--- src/sv/ntfs_run_list_decoder_macros.svh ---
// ----------------------------------------------------------------------------
// ntfs run list decoder assertion macros
// shared concurrent assertion forms, clocked and reset-gated
// ----------------------------------------------------------------------------
`ifndef NTFS_RUN_LIST_DECODER_MACROS_SVH
`define NTFS_RUN_LIST_DECODER_MACROS_SVH

// same-cycle implication
`define NTFSRL_ASSERT_NOW(label, clk, rst_n, ante, cons, msg) \
    label: assert property (@(posedge clk) disable iff (!rst_n) (ante) |-> (cons)) \
        else $error(msg);

// next-cycle implication
`define NTFSRL_ASSERT_NEXT(label, clk, rst_n, ante, cons, msg) \
    label: assert property (@(posedge clk) disable iff (!rst_n) (ante) |=> (cons)) \
        else $error(msg);

`endif

--- src/sv/ntfsrl_pkg.sv ---
`timescale 1ns / 1ps
// ----------------------------------------------------------------------------
// ntfsrl_pkg
// shared types and constants of the ntfs run list decoder
// ----------------------------------------------------------------------------
package ntfsrl_pkg;

    localparam int unsigned ByteW = 8;
    localparam int unsigned WordW = 64;

    // largest byte count a header nibble may give
    localparam logic [3:0] MAX_FIELD_BYTES = 4'd8;

    typedef struct packed {
        logic [ByteW-1:0] data_byte;
        logic             list_start;
    } t_in_beat;

    typedef struct packed {
        logic [WordW-1:0]        run_length;
        logic signed [WordW-1:0] run_start;
        logic                    list_end;
        logic                    bad_header;
    } t_result;

endpackage

--- src/sv/ntfsrl_in_if.sv ---
`timescale 1ns / 1ps
// ----------------------------------------------------------------------------
// ntfsrl_in_if
// run list byte channel: one list byte per beat
// ----------------------------------------------------------------------------
interface ntfsrl_in_if;
    logic       valid;
    logic       ready;
    logic [7:0] data_byte;
    logic       list_start;

    modport source (output valid, output data_byte, output list_start, input ready);
    modport sink   (input valid, input data_byte, input list_start, output ready);
endinterface

--- src/sv/ntfsrl_out_if.sv ---
`timescale 1ns / 1ps
// ----------------------------------------------------------------------------
// ntfsrl_out_if
// decoded run channel: one run, end marker or bad header flag per beat
// ----------------------------------------------------------------------------
interface ntfsrl_out_if;
    logic               valid;
    logic               ready;
    logic [63:0]        run_length;
    logic signed [63:0] run_start;
    logic               list_end;
    logic               bad_header;

    modport source (output valid, output run_length, output run_start,
                    output list_end, output bad_header, input ready);
    modport sink   (input valid, input run_length, input run_start,
                    input list_end, input bad_header, output ready);
endinterface

--- src/sv/ntfsrl_core.sv ---
`timescale 1ns / 1ps
// ----------------------------------------------------------------------------
// ntfsrl_core
// run list state machine: header decode, field collection, start update
// ----------------------------------------------------------------------------
`include "ntfs_run_list_decoder_macros.svh"

module ntfsrl_core (
    input  logic                 i_clk,
    input  logic                 i_rst_n,
    input  logic                 i_strobe,
    input  ntfsrl_pkg::t_in_beat i_beat,
    output logic                 o_res_valid,
    output ntfsrl_pkg::t_result  o_res
);
    import ntfsrl_pkg::*;

    localparam logic [1:0] PH_HEADER = 2'd0;
    localparam logic [1:0] PH_LENGTH = 2'd1;
    localparam logic [1:0] PH_OFFSET = 2'd2;

    logic [1:0]       r_phase, n_phase;
    logic [3:0]       r_left, n_left;
    logic [3:0]       r_off_total, n_off_total;
    logic [2:0]       r_pos, n_pos;
    logic [WordW-1:0] r_len_acc, n_len_acc;
    logic [WordW-1:0] r_delta, n_delta;
    logic [WordW-1:0] r_prev, n_prev;

    logic [1:0]       eff_phase;
    logic [WordW-1:0] prev_base;
    logic [WordW-1:0] byte_shifted;
    logic [WordW-1:0] len_or;
    logic [WordW-1:0] delta_or;
    logic [WordW-1:0] delta_fill;
    logic [WordW-1:0] start_sum;
    logic [WordW-1:0] add_delta;
    logic [3:0]       left_dec;
    logic [3:0]       pos_inc;
    logic [3:0]       nlen, noff;
    logic             hdr_bad;
    logic             off_last;

    always_comb begin
        // list_start forces a header read; the unused phase code reads as header
        if (i_beat.list_start || (r_phase != PH_LENGTH && r_phase != PH_OFFSET)) begin
            eff_phase = PH_HEADER;
        end else begin
            eff_phase = r_phase;
        end
        prev_base    = i_beat.list_start ? '0 : r_prev;
        byte_shifted = {{(WordW-ByteW){1'b0}}, i_beat.data_byte} << {r_pos, 3'b000};
        len_or       = r_len_acc | byte_shifted;
        delta_or     = r_delta | byte_shifted;
        // sign fill above the offset field; a full eight byte field shifts it away
        delta_fill   = i_beat.data_byte[ByteW-1]
                     ? delta_or | ({WordW{1'b1}} << {r_off_total, 3'b000}) : delta_or;
        left_dec     = r_left - 4'd1;
        pos_inc      = {1'b0, r_pos} + 4'd1;
        off_last     = pos_inc >= r_off_total;
        nlen         = i_beat.data_byte[3:0];
        noff         = i_beat.data_byte[7:4];
        hdr_bad      = (nlen > MAX_FIELD_BYTES) || (noff > MAX_FIELD_BYTES);
        add_delta    = (eff_phase == PH_OFFSET) ? delta_fill : r_delta;
        start_sum    = r_prev + add_delta;
    end

    always_comb begin
        n_phase     = r_phase;
        n_left      = r_left;
        n_off_total = r_off_total;
        n_pos       = r_pos;
        n_len_acc   = r_len_acc;
        n_delta     = r_delta;
        n_prev      = r_prev;
        o_res_valid = 1'b0;
        o_res       = '0;

        if (i_strobe) begin
            case (eff_phase)
                PH_LENGTH: begin
                    n_len_acc = len_or;
                    n_pos     = r_pos + 3'd1;
                    n_left    = left_dec;
                    if (left_dec == 4'd0) begin
                        n_pos = '0;
                        if (r_off_total != 4'd0) begin
                            n_phase = PH_OFFSET;
                        end else begin
                            n_phase          = PH_HEADER;
                            n_prev           = start_sum;
                            o_res_valid      = 1'b1;
                            o_res.run_length = len_or;
                            o_res.run_start  = start_sum;
                        end
                    end
                end
                PH_OFFSET: begin
                    if (off_last) begin
                        n_delta          = delta_fill;
                        n_phase          = PH_HEADER;
                        n_pos            = '0;
                        n_prev           = start_sum;
                        o_res_valid      = 1'b1;
                        o_res.run_length = r_len_acc;
                        o_res.run_start  = start_sum;
                    end else begin
                        n_delta = delta_or;
                        n_pos   = pos_inc[2:0];
                    end
                end
                default: begin
                    n_prev    = prev_base;
                    n_phase   = PH_HEADER;
                    n_pos     = '0;
                    n_len_acc = '0;
                    n_delta   = '0;
                    if (i_beat.data_byte == '0) begin
                        o_res_valid    = 1'b1;
                        o_res.list_end = 1'b1;
                    end else if (hdr_bad) begin
                        o_res_valid      = 1'b1;
                        o_res.bad_header = 1'b1;
                    end else begin
                        n_left      = nlen;
                        n_off_total = noff;
                        n_phase     = (nlen != 4'd0) ? PH_LENGTH : PH_OFFSET;
                    end
                end
            endcase
        end
    end

    always_ff @(posedge i_clk) begin
        if (!i_rst_n) begin
            r_phase     <= PH_HEADER;
            r_left      <= '0;
            r_off_total <= '0;
            r_pos       <= '0;
            r_len_acc   <= '0;
            r_delta     <= '0;
            r_prev      <= '0;
        end else begin
            r_phase     <= n_phase;
            r_left      <= n_left;
            r_off_total <= n_off_total;
            r_pos       <= n_pos;
            r_len_acc   <= n_len_acc;
            r_delta     <= n_delta;
            r_prev      <= n_prev;
        end
    end

    `NTFSRL_ASSERT_NOW(a_flags_exclusive, i_clk, i_rst_n, o_res_valid,
        !(o_res.list_end && o_res.bad_header), "end marker and bad header together")
    `NTFSRL_ASSERT_NEXT(a_good_header_enters_field, i_clk, i_rst_n,
        i_strobe && eff_phase == PH_HEADER && i_beat.data_byte != '0 && !hdr_bad,
        r_phase == PH_LENGTH || r_phase == PH_OFFSET, "valid header did not open a field")
    `NTFSRL_ASSERT_NEXT(a_run_updates_start, i_clk, i_rst_n,
        o_res_valid && !o_res.list_end && !o_res.bad_header,
        r_prev == $past(o_res.run_start) && r_phase == PH_HEADER,
        "finished run did not update running start")

endmodule

--- src/sv/ntfs_run_list_decoder.sv ---
`timescale 1ns / 1ps
// ----------------------------------------------------------------------------
// ntfs_run_list_decoder
// decodes an ntfs data run list byte stream into runs of length and start
// ----------------------------------------------------------------------------
// Takes one run list byte per cycle while the output is not stalled, with no
// gaps needed between runs or lists. A beat is registered in the input
// register, decoded once the output register is free, and its result, if any,
// lands in the output register. The rate is set by the decoder's state loop,
// whose longest path is the 64-bit add of the signed offset to the running
// start. A zero header gives an end marker; a header nibble above eight gives
// a bad header beat and the header is dropped. The output register and the
// input register decouple the two sides, so a stalled result still lets one
// more byte be taken.
module ntfs_run_list_decoder (
    input  logic          i_clk,
    input  logic          i_rst_n,
    ntfsrl_in_if.sink     i_run_in,
    ntfsrl_out_if.source  o_run_out
);
    import ntfsrl_pkg::*;

    logic     r_in_valid;
    t_in_beat r_in_beat;
    logic     r_out_valid;
    t_result  r_out;

    logic     out_free;
    logic     consume;
    logic     res_valid;
    t_result  res;

    assign out_free       = !r_out_valid || o_run_out.ready;
    assign consume        = r_in_valid && out_free;
    assign i_run_in.ready = !r_in_valid || out_free;

    always_ff @(posedge i_clk) begin
        if (!i_rst_n) begin
            r_in_valid <= 1'b0;
        end else if (i_run_in.ready) begin
            r_in_valid <= i_run_in.valid;
        end
    end

    always_ff @(posedge i_clk) begin
        if (i_run_in.ready && i_run_in.valid) begin
            r_in_beat.data_byte  <= i_run_in.data_byte;
            r_in_beat.list_start <= i_run_in.list_start;
        end
    end

    ntfsrl_core u_core (
        .i_clk       (i_clk),
        .i_rst_n     (i_rst_n),
        .i_strobe    (consume),
        .i_beat      (r_in_beat),
        .o_res_valid (res_valid),
        .o_res       (res)
    );

    always_ff @(posedge i_clk) begin
        if (!i_rst_n) begin
            r_out_valid <= 1'b0;
        end else if (out_free) begin
            r_out_valid <= consume && res_valid;
        end
    end

    // result payload only moves when a new beat is produced
    always_ff @(posedge i_clk) begin
        if (consume && res_valid) begin
            r_out <= res;
        end
    end

    assign o_run_out.valid      = r_out_valid;
    assign o_run_out.run_length = r_out.run_length;
    assign o_run_out.run_start  = r_out.run_start;
    assign o_run_out.list_end   = r_out.list_end;
    assign o_run_out.bad_header = r_out.bad_header;

endmodule
--- src/flat_wrapper.sv ---
// flat-port wrapper written by rule: the top's interface ports become plain ports
module ntfs_run_list_decoder_flat import ntfsrl_pkg::*;
  (i_clk, i_rst_n, i_run_in_valid, i_run_in_data_byte, i_run_in_list_start, i_run_in_ready, o_run_out_valid, o_run_out_run_length, o_run_out_run_start, o_run_out_list_end, o_run_out_bad_header, o_run_out_ready);
  ntfsrl_in_if i_run_in_i ();
  ntfsrl_out_if o_run_out_i ();
  input  logic i_clk;
  input  logic i_rst_n;
  input wire logic [$bits(i_run_in_i.valid)-1:0] i_run_in_valid;
  input wire logic [$bits(i_run_in_i.data_byte)-1:0] i_run_in_data_byte;
  input wire logic [$bits(i_run_in_i.list_start)-1:0] i_run_in_list_start;
  output wire logic [$bits(i_run_in_i.ready)-1:0] i_run_in_ready;
  output wire logic [$bits(o_run_out_i.valid)-1:0] o_run_out_valid;
  output wire logic [$bits(o_run_out_i.run_length)-1:0] o_run_out_run_length;
  output wire logic [$bits(o_run_out_i.run_start)-1:0] o_run_out_run_start;
  output wire logic [$bits(o_run_out_i.list_end)-1:0] o_run_out_list_end;
  output wire logic [$bits(o_run_out_i.bad_header)-1:0] o_run_out_bad_header;
  input wire logic [$bits(o_run_out_i.ready)-1:0] o_run_out_ready;
  assign i_run_in_i.valid = i_run_in_valid;
  assign i_run_in_i.data_byte = i_run_in_data_byte;
  assign i_run_in_i.list_start = i_run_in_list_start;
  assign i_run_in_ready = i_run_in_i.ready;
  assign o_run_out_valid = o_run_out_i.valid;
  assign o_run_out_run_length = o_run_out_i.run_length;
  assign o_run_out_run_start = o_run_out_i.run_start;
  assign o_run_out_list_end = o_run_out_i.list_end;
  assign o_run_out_bad_header = o_run_out_i.bad_header;
  assign o_run_out_i.ready = o_run_out_ready;
  ntfs_run_list_decoder u_core (.i_clk(i_clk), .i_rst_n(i_rst_n), .i_run_in(i_run_in_i), .o_run_out(o_run_out_i));
endmodule
--- config.mk ---
export PLATFORM = sky130hd
export DESIGN_NAME = ntfs_run_list_decoder_flat
export DESIGN_NICKNAME = d
export VERILOG_FILES = /design/src/sv/ntfsrl_pkg.sv /design/src/sv/ntfsrl_in_if.sv /design/src/sv/ntfsrl_out_if.sv /design/src/sv/ntfsrl_core.sv /design/src/sv/ntfs_run_list_decoder.sv /design/src/flat_wrapper.sv
export VERILOG_INCLUDE_DIRS = /design/src /design/src/sv
export SDC_FILE = /design/constraint.sdc
export NUM_CORES = 1
export LEC_CHECK = 0
export BUFFER_PORTS_ARGS = -buffer_cell sky130_fd_sc_hd__buf_2
export CAP_MARGIN = 40
export CORE_MARGIN = 2
export CORE_UTILIZATION = 55
export CTS_CLUSTER_DIAMETER = 200
export DETAILED_ROUTE_END_ITERATION = 16
export GPL_TIMING_DRIVEN = 0
export PLACE_DENSITY = 0.77
export SLEW_MARGIN = 20
export SYNTH_ARGS = -nofsm -noshare
export SYNTH_HDL_FRONTEND = slang
export SYNTH_SLANG_ARGS = --single-unit
--- constraint.sdc ---
create_clock -name i_clk -period 4.3 [get_ports i_clk]
set_input_delay 0.645 -clock i_clk [delete_from_list [all_inputs] [get_ports i_clk]]
set_output_delay 0.645 -clock i_clk [all_outputs]
set_load 0.005 [all_outputs]
; ---- Yosys cells after proc, flatten, opt, wreduce, memory -nomap -nowiden
; Index checks and enable logic that the tools add are counted.
[word_totals]
register_bits = 346
in_bits = 13
out_inout_bits = 132
wordCells = 102
[op_classes]
add_sub_neg = 4
magnitude_cmp = 3
eq_ne = 9
shifts = 2
muxes = 36
n_bitwise = 9
reduce_logical = 24
[ops]
columns = operator, n
row1 = 64-bit 2-to-1 mux, 7
row2 = 128-bit 2-to-1 mux, 3
row3 = 64-bit case mux with 2 select lines, 3
row4 = 128-bit case mux with 2 select lines, 1
row5 = 64-bit bitwise OR, 3
row6 = 64-bit adder, 1
row7 = 64-bit by 7-bit left shift with 64-bit output (first input constant), 1
row8 = 8-bit by 6-bit left shift with 64-bit output, 1
row9 = 2-bit 2-to-1 mux, 7
row10 = 4-bit greater-than comparator (second input constant), 2
row11 = 8-bit zero test, 1
row12 = 4-bit 2-to-1 mux, 2
row13 = 2-bit inequality test (second input constant), 4
row14 = 4-bit case mux with 2 select lines, 1
row15 = 4-bit AND reduction, 2
row16 = 4-bit nonzero test, 2
row17 = 1-bit 2-to-1 mux, 7
row18 = 3-bit 2-to-1 mux, 2
row19 = 2-bit by 1-bit inequality test with 1-bit output (second input constant), 3
row20 = 1-bit NOT, 6
row21 = 3-bit case mux with 2 select lines, 1
row22 = 5-bit AND reduction, 1
row23 = 3-bit by 1-bit adder with 4-bit output (second input constant), 1
row24 = 4-bit >= comparator, 1
row25 = 16 further kinds, 24

; ---- Depth between registers and ports, before layout
; Gate-level depths: netlist of the first run.
[depth]
word_depth = 10
ltp_mapped = 20
mapped_depth_nobuf = 17

; ---- By module
; From an unflattened synthesis of the first run, not the netlist that was laid out.
[hier_totals]
cells_unflattened = 2134
area_unflattened_um2 = 18393.9
[by_module_without_submodules]
columns = mod, n_inst, cells_each, area_each_um2, seq_area_each_um2
row1 = ntfsrl_core, 1, 1982, 14107.3, 4103.9
row2 = ntfs_run_list_decoder, 1, 152, 4286.6, 4214.0

; ---- Worst setup path after synthesis of the first run
; Ideal clock, no wire load.
[synth_path]
path_kind = flip-flop to flip-flop
from = register u_core.r_in_beat[1] (netlist bit)
to = register u_core.r_out (netlist bit u_core.o_run_out.bad_header) (enable)
setup_time_ps = 485
arrival_ps = 4234
required_ps = 3815
path_slack_ps = -420
stages_incl_launch_ff = 6
n_path_buf = 0
period_less_slack_ps = 4720
path_cell_list = edfxtp_1 or4_1 or3_1 and2_1 nand2_1 o211a_1
[synth_between]
elab_chain_cells = 7
word_cells_on_any_way = 8
cone_classes = order compare: 1 / mux: 4 / reduce/logical: 3
[synth_rtl]
columns = item, line_no
row1 = start: declaration, ntfs_run_list_decoder.sv:24  ; t_in_beat r_in_beat;
row2 = 4-bit greater-than comparator, ntfsrl_core.sv:63  ; hdr_bad = (nlen > MAX_FIELD_BYTES) || (noff > MAX_FIELD_BYTES);
row3 = 1-bit logical OR, ntfsrl_core.sv:63
row4 = 1-bit 2-to-1 mux, ntfsrl_core.sv:121  ; end else if (hdr_bad) begin
row5 = 1-bit 2-to-1 mux *, ntfsrl_core.sv:118  ; if (i_beat.data_byte == '0) begin
row6 = 1-bit case mux with 2 select lines *, ntfsrl_core.sv:80  ; case (eff_phase)
row7 = 1-bit 2-to-1 mux *, ntfsrl_core.sv:79  ; if (i_strobe) begin
row8 = 1-bit logical AND *, ntfs_run_list_decoder.sv:71  ; if (consume && res_valid) begin
row9 = end signal: assignment, ntfs_run_list_decoder.sv:72  ; r_out <= res;
row10 = end: declaration, ntfs_run_list_decoder.sv:26  ; t_result r_out;
; Every way passes the cells marked *; elsewhere a longest branch is shown, timed or not.
; A chain may end at the register's enable or synchronous reset.

; ---- Worst setup path after layout of the first run
[layout_path]
from = register u_core.u_core.r_off_total[0]
to = register u_core.r_out (netlist bit u_core.o_run_out.run_start[52]) (data pin)
[layout_between]
elab_chain_cells = 8
word_cells_on_any_way = 11
cone_classes = add/sub: 1 / order compare: 1 / shift: 1 / mux: 6 / bitwise: 1 / reduce/logical: 1
[layout_rtl]
columns = item, line_no
row1 = start: declaration, ntfsrl_core.sv:24  ; logic [3:0] r_off_total, n_off_total;
row2 = start signal: assignment, ntfsrl_core.sv:146  ; r_off_total <= n_off_total;
row3 = 64-bit by 7-bit left shift with 64-bit output, ntfsrl_core.sv:57  ; ? delta_or | ({WordW{1'b1}} << {r_off_total, 3'b000}) : delta_or;
row4 = 64-bit bitwise OR, ntfsrl_core.sv:57
row5 = 64-bit 2-to-1 mux, ntfsrl_core.sv:57
row6 = 64-bit 2-to-1 mux, ntfsrl_core.sv:64  ; add_delta = (eff_phase == PH_OFFSET) ? delta_fill : r_delta;
row7 = 64-bit adder, ntfsrl_core.sv:65  ; start_sum = r_prev + add_delta;
row8 = 128-bit 2-to-1 mux, ntfsrl_core.sv:87  ; if (r_off_total != 4'd0) begin
row9 = 128-bit 2-to-1 mux, ntfsrl_core.sv:85  ; if (left_dec == 4'd0) begin
row10 = 128-bit case mux with 2 select lines *, ntfsrl_core.sv:80
; Marks and branches as above.

==> metrics.txt, run 1 <==
clock group share of total power 44.9%; Comb power frac 8.8%; max_slew headroom 42.6%; max cap viols 0; worst r2r path cells 14; register bit total from synthesis 346; crit-path max FO 8; Post-synth EDFFs 139; Critical Path RT 4.57 ns; minimum clock period 4.39 ns; reg2reg start u_core.u_core.r_off_total[0]; violated checks setup timing; Worst R2R End u_core.o_run_out.run_start[52]; Die Area 0.0340 mm²; Seq/Total Area, Yosys 46.4%; Gate Count Post-Synth 2053; reg-to-reg setup timing slack -0.09 ns; post-route setup TNS -0.221 ns; Worst-path clk slew 0.06 ns; WHS 0.269 ns; Total Routed Length 56100 µm; CTS H-tree lvls 2; CTS Hold Bufs 0; Post-synth ARST share 0%; status complete, but fails checks; Slew Limit Fails 0; Worst Path Arrival 4.66 ns; max frequency 228 MHz; Reg area 0.00832 mm²; gpl congestion 0.969; Slew @ Worst Pin 0.861 ns; Clock Path Buffers 3; CTS tree yes; Static Leak 8.40 nW; Die Wd 184 µm; hold worst-path end u_core.r_in_beat[5]; final worst path period share 102%; GRT Resource Usage Total 32.3%; sequential power share 46.4%; DRC violations left 0; Final Hold Violating Endpoints 0; Multi-input gate area 0.00975 mm²; pre-CTS setup slack -1.21 ns; Hold Path Class in -> reg; RSZ-0062 raised after global routing yes; CTS Buf Count 37; largest net degree at the start of global routing 61; cell taking the most area after synthesis edfxtp_1; Final setup violation count 4; Main synth FF type dfxtp_1; Final ANT Viol Nets 0; CP Class reg -> reg; total gr overflow 0; setup ws final -0.0858 ns; share of the synthesized area in the top cell type 23.3%; Mapped Avg Cell Area 8.73 µm²; Sw Share 24.7%; synthesized area 0.0179 mm²; via count 16500; Root Driver clkbuf_16; layout cells sized above 1 16.9%; worst clock skew 0.0206 ns; Syn Nets 2152; Antenna Cells 0; post-DR wirelength/cell 20.6 µm; Yosys warning count 0; CP Launch Type flop; CP Capture Type flop; Initial DRC Count 1794; Core Area 0.0323 mm²; VDD IR max 261 µV; Via density 6.05; starting density of the core 55.5%; initial antenna violation count 0; first-pass GRT wire length 85000 µm; switching pwr 1.88 mW; HPWL Detailed 39400 µm; vias in the first global route 15300; Unique masters post-synth 68; drt pass-1 iters 5; clock sink count 346; Fill cells 2612; Die H 184 µm; Clk Latency, worst-skew pair 0.55 ns; top cells by area, synth edfxtp_1, dfxtp_1, a21oi_1; IO buf count 144; cell-internal power 5.74 mW; hold path cells 1; IO Count 145; Area growth, synth to finish 20.4%; hold path startpoint i_run_in_data_byte[4]; Rows 66; layout net count 2350; Pwr Density 353 mW/mm²
[flip-flops by register name, summed over array words and instances, names as in the netlist]
signal,flops
u_core.u_core.r_off_total,4
u_core.u_core.r_pos,3
u_core.r_in_beat,9
u_core.r_in_valid,1
u_core.o_run_out.run_start,64
u_core.u_core.r_left,4
u_core.o_run_out.bad_header,1
u_core.o_run_out.run_length,64
u_core.o_run_out.valid,1
u_core.u_core.r_phase,2
u_core.u_core.r_delta,64
u_core.o_run_out.list_end,1
u_core.u_core.r_prev,64
u_core.u_core.r_len_acc,64
[worst max-delay path: stages, from the launching register on]
cell      delay (ns)
dfxtp_1         0.60
o21ai_0         0.27
nand2_4         0.16
o21ai_0         0.16
a21o_4          0.27
ha_4            0.28
nand4_4         0.11
or3_4           0.40
or4_4           0.50
o21a_4          0.23
o41ai_4         0.42
a221oi_4        0.16
o211a_1         0.31
xor2_2          0.18
nor2_1          0.06
[layer usage]
layer  share of wire (%)  up-vias  global-route usage (%)
met5                   0        -                       0
met4                 4.6        0                    14.7
met3                 8.9      176                    4.60
met2                  44      879                    50.4
met1                  43     7748                    44.5
li1                    -     7663                       -
[cells in the mapped netlist, types with 21 or more instances]
cell and instances:
edfxtp_1 139, nand4_1 22, xor2_1 27, a21boi_0 31, nand3_1 23, dfxtp_1 207, xnor2_1 34, o21ai_0 197
nor2_1 321, nand2_1 144, nor3_1 21, a21oi_1 271, a21o_1 84, ha_1 85, nor2b_1 45, and2_1 38
nand2b_1 39, inv_1 25, clkbuf_1 121
[per-stage QoR]
step / area (µm²) / instances / util [%] / power (mW)
2_1_floorplan: 17900 / 2053 / - / 3.97
3_3_place_gp: 19200 / 2639 / 59.5 / 4.18
3_5_place_dp: 19300 / 2642 / 59.7 / 4.20
4_1_cts: 21300 / 2715 / 65.8 / 7.60
5_1_grt: 21600 / 2722 / 66.8 / 7.82
6_report: 21600 / 2722 / 66.8 / 7.62
[cell type report]
cell class	instances	area share (%)
Buffer	112	2.41
Sequential cell	346	38.6
Tap cell	442	2.56
Multi-Input combinational cell	1549	45.2
Clock buffer	47	4.77
Inverter	26	0.453
Timing Repair Buffer	179	4.75
Clock inverter	21	1.25
[logic make-up (layout without fill, tap and decap cells)]
group | count (synthesis) | after routing | synth area share, %
compound gates | 698 | 698 | 23.2
flops | 346 | 346 | 46.4
mux | 5 | 5 | 0.279
xor+xnor | 61 | 61 | 2.98
buf+inv | 158 | 385 | 3.31
simple gates | 699 | 699 | 17.8
fa+ha+maj | 86 | 86 | 6.05
[cell usage in the layout, fill, tap and decap left out, types with 24 or more instances in the layout]
cell type / n
and2_1: 38
nand2b_1: 30
clkbuf_1: 93
ha_1: 63
a21boi_0: 28
nor2_1: 311
clkbuf_16: 41
a21oi_1: 260
buf_4: 32
edfxtp_1: 139
a21o_1: 77
inv_1: 24
o21ai_0: 189
buf_2: 145
dfxtp_1: 203
xnor2_1: 31
nand2_1: 129
nor2b_1: 44
[timing repair]
action                     in CTS  in global routing
gates resized for setup       123                 65
setup buffers                  18                 14
setup endpoints to repair      98                 55
pin swaps                      30                 30
[how the worst max path moves through the flow]
stage	from	endpoint	slack, ns	depth (start not counted)
6_report	u_core.u_core.r_off_total[0]	u_core.o_run_out.run_start[52]	-0.09	14
4_1_cts	u_core.r_in_beat[0]	u_core.o_run_out.run_start[52]	-0.01	16
3_3_place_gp	u_core.r_in_beat[0]	u_core.o_run_out.run_start[62]	-1.11	18
3_5_place_dp	u_core.r_in_beat[0]	u_core.o_run_out.run_start[62]	-1.21	18
2_1_floorplan	u_core.r_in_beat[0]	u_core.o_run_out.run_start[60]	0.002	16
5_1_grt	u_core.u_core.r_off_total[0]	u_core.o_run_out.run_start[52]	-0.15	14
[power by group through the flow]
stage               Clock (mW)  Sequential, mW  Combinational (mW)
floorplan                    0            3.61               0.360
global placement             0            3.61               0.578
detailed placement           0            3.60               0.597
CTS                       3.44            3.53               0.634
global route              3.57            3.54               0.716
finish                    3.42            3.53               0.667
Note: power is estimated with default switching activity, not from simulation.
==> run 2, diff against run 1 <==
--- a/config.mk
+++ b/config.mk
@@ -14,6 +14,7 @@
 export DETAILED_ROUTE_END_ITERATION = 16
 export GPL_TIMING_DRIVEN = 0
 export PLACE_DENSITY = 0.77
+export REMOVE_ABC_BUFFERS = 1
 export SLEW_MARGIN = 20
 export SYNTH_ARGS = -nofsm -noshare
 export SYNTH_HDL_FRONTEND = slang
==> run 2 against run 1 <==
The run now ends clean. Cell area shrank 0.68%. Global-route usage shrank 2.6 points. Maximum frequency grew 2.7%. Sequential power is essentially flat. Sequential share of layout area grew 0.28 points. Critical path depth grew 6. Sequential cell count is the same. Combinational power shrank 0.9%. Clock power shrank 5%. Clock skew is essentially flat. Critical path type unchanged.
==> metrics.txt, run 2 (same netlist as run 1, synthesis figures left out) <==
Slew Limit Fails 0 (unchanged); Worst Path Arrival 4.54 ns (-0.12 ns); hold worst-path end u_core.r_in_beat[3]; Buf/Inv on CP 5 (+5); total power 7.43 mW (-2.5%); Pwr Density 347 mW/mm² (-1.8%); CP Launch Type flop; Crit path max-delay family compound AO/OA/AOI/OAI gates; CP Capture Type flop; Worst-path clk slew 0.06 ns (about the same); Hold Path Class in -> reg; minimum clock period 4.27 ns (-0.114 ns); worst clock skew 0.0202 ns (-0.000418 ns); via count 16000 (-2.9%); Final Hold Violating Endpoints 0 (unchanged); largest net degree at the start of global routing 94 (+54%); Final setup violation count 0 (-4); CTS H-tree lvls 2 (unchanged); first-pass GRT wire length 79600 µm (-6.3%); Antenna Cells 0 (unchanged); max frequency 234 MHz (+2.7%); Final ANT Viol Nets 0 (unchanged); layout cells sized above 1 17.6% (+0.72 points); reg2reg start u_core.r_in_beat[0]; starting density of the core 55.5% (unchanged); reg-to-reg setup timing slack 0.03 ns (+0.11 ns); WP depth 20 (+6); commonest non-fill, non-tap cells in the layout nor2_1, a21oi_1, dfxtp_1; Static Leak 8.40 nW (about the same); CTS tree yes; drt pass-1 iters 6 (+1); Initial DRC Count 1871 (+4.3%); Worst R2R End u_core.o_run_out.run_start[48]; hold path cells 1 (unchanged); Clk Latency, worst-skew pair 0.54 ns (about the same); commonest non-fill, non-tap cell in the layout nor2_1; max cap viols 0 (unchanged); layout net count 2262 (-3.7%); DRC violations left 0 (unchanged); critical path, cell by cell buf_4 > nor2_1 > nand2_1 > inv_1 > ha_4 > buf_6 > buf_12 > o21ai_0 > nand2b_1 > ha_1 > a21o_1 > a31oi_1 > o21ai_1 > a31oi_4 > o21a_4 > o41ai_4 > a221oi_4 > buf_4 > xor2_1 > nor2_1; total gr overflow 0 (unchanged); Root Driver clkbuf_16; IO buf count 144 (unchanged); CP Class reg -> reg; crit-path max FO 17 (+9); CTS Buf Count 38 (+2.7%); Via density 6.07 (+0.35%); Die H 184 µm (unchanged); Slew @ Worst Pin 0.952 ns (+0.0916 ns); IO Count 145 (unchanged); vias in the first global route 14700 (-4.5%); clock sink count 346 (unchanged); max_slew headroom 35.9% (-6.7 points); post-route setup TNS 0 ns (+0.221 ns); Total Routed Length 52300 µm (-6.8%); Critical-path top delay cell edfxtp_1; post-DR wirelength/cell 19.9 µm (-3.7%); Clock Path Buffers 3 (unchanged); worst r2r path cells 20 (+6); HPWL Detailed 34800 µm (-12%); Rows 66 (unchanged); final worst path period share 99.3% (-2.7 points); WHS 0.290 ns (+0.0211 ns); Die Wd 184 µm (unchanged); Die Area 0.0340 mm² (unchanged); GRT Resource Usage Total 29.7% (-2.6 points); Area growth, synth to finish 19.6%; VDD IR max 261 µV (about the same); status completed; CP peak stage delay 0.45 ns (-0.15 ns); hold path startpoint i_run_in_data_byte[2]; CTS Hold Bufs 0 (unchanged); start point of the critical path u_core.r_in_beat[0]; gpl congestion 0.938 (-3.2%); Critical Path RT 4.57 ns (about the same); Core Area 0.0323 mm² (unchanged); initial antenna violation count 0 (unchanged)
-- run 2: changes by cell type in the layout (fill, tap and decap cells not counted), sizes merged --
| cell | change |
|---|---|
| clkbuf | -93 |
| buf | +6 |
| clkinv | +4 |
| bufinv | -3 |
| clkinvlp | -2 |
| inv | -2 |
| nand2b | +2 |
| or2 | +1 |
-- run 2: timing repair --
item / 4_1_cts / 5_1_grt
endpoints found under the setup margin: 78 / 54
pin swaps: 5 / 34
gates cloned: 3 / 1
gates resized for setup: 48 / 100
buffers inserted: 7 / 23
-- run 2: worst max path at each step --
stage,end,slack [ns]
3_3_place_gp,u_core.o_run_out.run_start[52],-6.61
5_1_grt,u_core.o_run_out.run_start[63],-0.17
6_report,u_core.o_run_out.run_start[48],0.03
4_1_cts,u_core.o_run_out.run_start[63],-0.06
2_1_floorplan,u_core.o_run_out.bad_header,-3.36
3_5_place_dp,u_core.o_run_out.run_start[56],-0.88
-- run 2: power breakdown --
| group | switching, mW | total (mW) | internal, mW | leakage, nW |
|---|---|---|---|---|
| registers | 0.0401 | 3.54 | 3.50 | 2.97 |
| logic | 0.428 | 0.661 | 0.233 | 4.81 |
| clock network | 1.34 | 3.24 | 1.90 | 0.613 |
-- run 2: final cells by class --
cell class / instances / area [µm²]
fill: 2557 / 10900
multi-input combinational: 1552 / 9780
sequential: 346 / 8330
timing repair buffer: 199 / 1410
clock buffer: 52 / 1090
tap: 442 / 553
clock inverter: 18 / 164
inverter: 26 / 97.6
-- run 2: through the flow --
stage / utilization [%] / worst slack (ns) / cells / cell area [µm²]
CTS: 64.0 / -0.0591 / 2607 / 20700
global route: 66.3 / -0.174 / 2635 / 21400
global placement: 57.9 / -6.61 / 2507 / 18700
floorplan: - / -3.36 / 1921 / 17400
finish: 66.3 / 0.0287 / 2635 / 21400
detailed placement: 59.3 / -0.878 / 2527 / 19100
-- run 2: per-layer routing --
layer	GRT usage [%]	share of wire, %	wire (µm)
met5	0	0	0
met4	11.0	3.5	1820
met3	4.62	8.2	4300
met2	45.4	44	23200
met1	42.6	44	23000
==> run 3, diff against run 2 <==
--- a/config.mk
+++ b/config.mk
@@ -9,11 +9,11 @@
 export BUFFER_PORTS_ARGS = -buffer_cell sky130_fd_sc_hd__buf_2
 export CAP_MARGIN = 40
 export CORE_MARGIN = 2
-export CORE_UTILIZATION = 55
+export CORE_UTILIZATION = 30
 export CTS_CLUSTER_DIAMETER = 200
 export DETAILED_ROUTE_END_ITERATION = 16
 export GPL_TIMING_DRIVEN = 0
-export PLACE_DENSITY = 0.77
+export PLACE_DENSITY_LB_ADDON = 0.15
 export REMOVE_ABC_BUFFERS = 1
 export SLEW_MARGIN = 20
 export SYNTH_ARGS = -nofsm -noshare
==> run 3 against run 2 <==
Combinational power up 3.2%. Clock power grew 6%. Clock-buffer cell count increased by 1. Clock skew grew 0.0030 ns. Cell area is 3.6% higher. Wire length rose by 12%. Core utilization is 29 points lower.
==> metrics.txt, run 3 (same netlist as run 1, synthesis figures left out) <==
largest net degree at the start of global routing 70 (-26%); minimum clock period 4.28 ns (+0.00758 ns); IO Count 145 (unchanged); Die H 248 µm (+35%); fin cells 2978 (+13%); WP depth 15 (-25%); top sig layer met4; clock sink count 346 (unchanged); Worst-path clk slew 0.06 ns (about the same); WHS 0.259 ns (-0.0310 ns); switching pwr 1.90 mW (+5.4%); reg2reg start u_core.r_in_beat[0]; DRC violations left 0 (unchanged); met1 WL 28300 µm (+23%); Critical-path top delay cell edfxtp_1; worst clock skew 0.0232 ns (+0.00304 ns); critical path, cell by cell nor3b_2 > inv_2 > ha_4 > buf_12 > a21o_1 > ha_4 > nand4_4 > or3_4 > or4_4 > o21a_4 > o41ai_4 > a221oi_4 > o311ai_4 > xnor2_2 > nor2_1; Static Leak 8.54 nW (+1.6%); CTS H-tree lvls 2 (unchanged); Total Routed Length 58600 µm (+12%); hold worst-path end u_core.r_in_beat[6]; post-DR wirelength/cell 19.7 µm (-0.99%); vias in the first global route 14800 (+0.66%); Die Wd 248 µm (+35%); total gr overflow 0 (unchanged); Slew @ Worst Pin 0.812 ns (-0.141 ns); Sw Share 24.9% (+0.59 points); gpl congestion 0.881 (-6.1%); Final ANT Viol Nets 0 (unchanged); CTS Hold Bufs 0 (unchanged); Critical Path RT 4.60 ns (+0.03 ns); final worst path period share 99.5% (+0.18 points); Root Driver clkbuf_16; hold path cells 1 (unchanged); VDD IR max 247 µV (-5.5%); met2 WL post-DR 26200 µm (+13%); Design Area, Final 0.0222 mm² (+3.6%); crit-path max FO 12 (-5); Worst Path Arrival 4.58 ns (+0.04 ns); CP Capture Type flop; most used cell, CP ha_4; CP peak stage delay 0.46 ns (about the same); Initial DRC Count 1031 (-45%); CP Class reg -> reg; Area growth, synth to finish 23.8%; Pwr Density 345 mW/mm² (-0.60%); Rows 89 (+35%); initial antenna violation count 0 (unchanged); via count 15300 (-4.3%); DP Area 0.0197 mm² (+2.8%); first-pass GRT wire length 88100 µm (+11%); max_slew headroom 45.8% (+9.9 points); starting density of the core 30.4% (-25 points); Crit path max-delay family simple AND/OR/NAND/NOR gates; layout net count 2272 (+0.44%); Core Area 0.0590 mm² (+83%); Clk Latency, worst-skew pair 0.56 ns (+0.02 ns); GRT Resource Usage Total 18.5% (-11 points); post-route setup TNS 0 ns (unchanged); Final Hold Violating Endpoints 0 (unchanged); worst r2r path cells 15 (-25%); reg-to-reg setup timing slack 0.02 ns (about the same); Hold Path Class in -> reg; Comb power frac 8.9% (about the same); max cap viols 0 (unchanged); CP Launch Type flop; cell-internal power 5.75 mW (+2.1%); met3 wire len 3000 µm (-30%); placed insts 2863 (+13%); max frequency 234 MHz (-0.18%); layout cells sized above 1 19.5% (+1.8 points); clock group share of total power 44.8% (+1.3 points); Die Area 0.0617 mm² (+81%); Slew Limit Fails 0 (unchanged); IO buf count 144 (unchanged); CTS Buf Count 40 (+5.3%); Antenna Cells 0 (unchanged); Buf/Inv on CP 2 (-3); Via density 5.14 (-15%); HPWL Detailed 40100 µm (+15%); commonest non-fill, non-tap cells in the layout nor2_1, a21oi_1, dfxtp_1; hold path startpoint i_run_in_data_byte[5]; CTS tree yes; sequential power share 46.3% (-1.3 points); Final setup violation count 0 (unchanged); commonest non-fill, non-tap cell in the layout nor2_1; drt pass-1 iters 5 (-1); Worst R2R End u_core.o_run_out.run_start[60]; status completed; RSZ-0062 raised after global routing yes; Clock Path Buffers 3 (unchanged); Final Core Density 37.6% (-29 points)
-- run 3: cell count changes in the layout (fill, tap and decap cells not counted), moves of 4 or more --
cell,change
nand2_1,-4
nand2_2,+4
a21oi_2,+6
a21o_4,+4
inv_6,+4
o21ai_0,-5
ha_1,-5
a21oi_1,-6
buf_6,-4
buf_4,+9
-- run 3: worst register-to-register path, delay by kind of cell (launching register included) --
kind                     cells  cell delay [ns]
AND/OR/NAND/NOR              5             1.32
AO/OA/AOI/OAI                5             1.32
adder cells (fa/ha/maj)      2             0.51
flip-flops                   1             0.46
buffers and inverters        2             0.24
XOR/XNOR                     1             0.17
-- run 3: per-stage QoR --
step                      setup WS [ns]  power (mW)
after floorplan                   -3.36        3.95
after global placement            -7.88        4.20
after detailed placement          -1.09        4.23
after CTS                       -0.0464        7.75
after global routing             -0.134        7.95
final                            0.0211        7.65
-- run 3: timing repair --
item,4_1_cts,5_1_grt
gates cloned,2,1
setup endpoints to repair,87,60
pin swaps,13,42
buffers inserted,21,18
resized for setup,91,96
-- run 3: layer usage --
metal | GRT usage, % | up-vias
li1 | - | 7528
met1 | 26.7 | 7351
met2 | 29.0 | 360
met3 | 2.95 | 75
met4 | 4.04 | 0
met5 | 0 | -
-- run 3: power groups by stage --
stage	clock network, mW	logic [mW]	registers, mW
floorplan	0	0.333	3.61
global placement	0	0.574	3.62
detailed placement	0	0.625	3.61
CTS	3.55	0.661	3.54
global route	3.66	0.745	3.55
finish	3.43	0.682	3.54
-- run 3: layout make-up --
class                   instances  area, µm²
repair buffers                208       1530
clock inverters                21        194
fillers                      6063      36800
inverters                      26       98.8
clock buffers                  53       1110
flip-flops and latches        346       8330
well taps                     773        967
multi-input cells            1551       9960
-- run 3: worst max-delay path by stage --
stage,start,to
detailed placement,u_core.r_in_beat[8],u_core.o_run_out.run_start[56]
floorplan,u_core.r_in_beat[0],u_core.o_run_out.bad_header
CTS,u_core.u_core.r_pos[0],u_core.o_run_out.run_start[57]
global placement,u_core.r_in_beat[0],u_core.o_run_out.run_start[29]
global route,u_core.r_in_beat[0],u_core.o_run_out.run_start[56]
finish,u_core.r_in_beat[0],u_core.o_run_out.run_start[60]
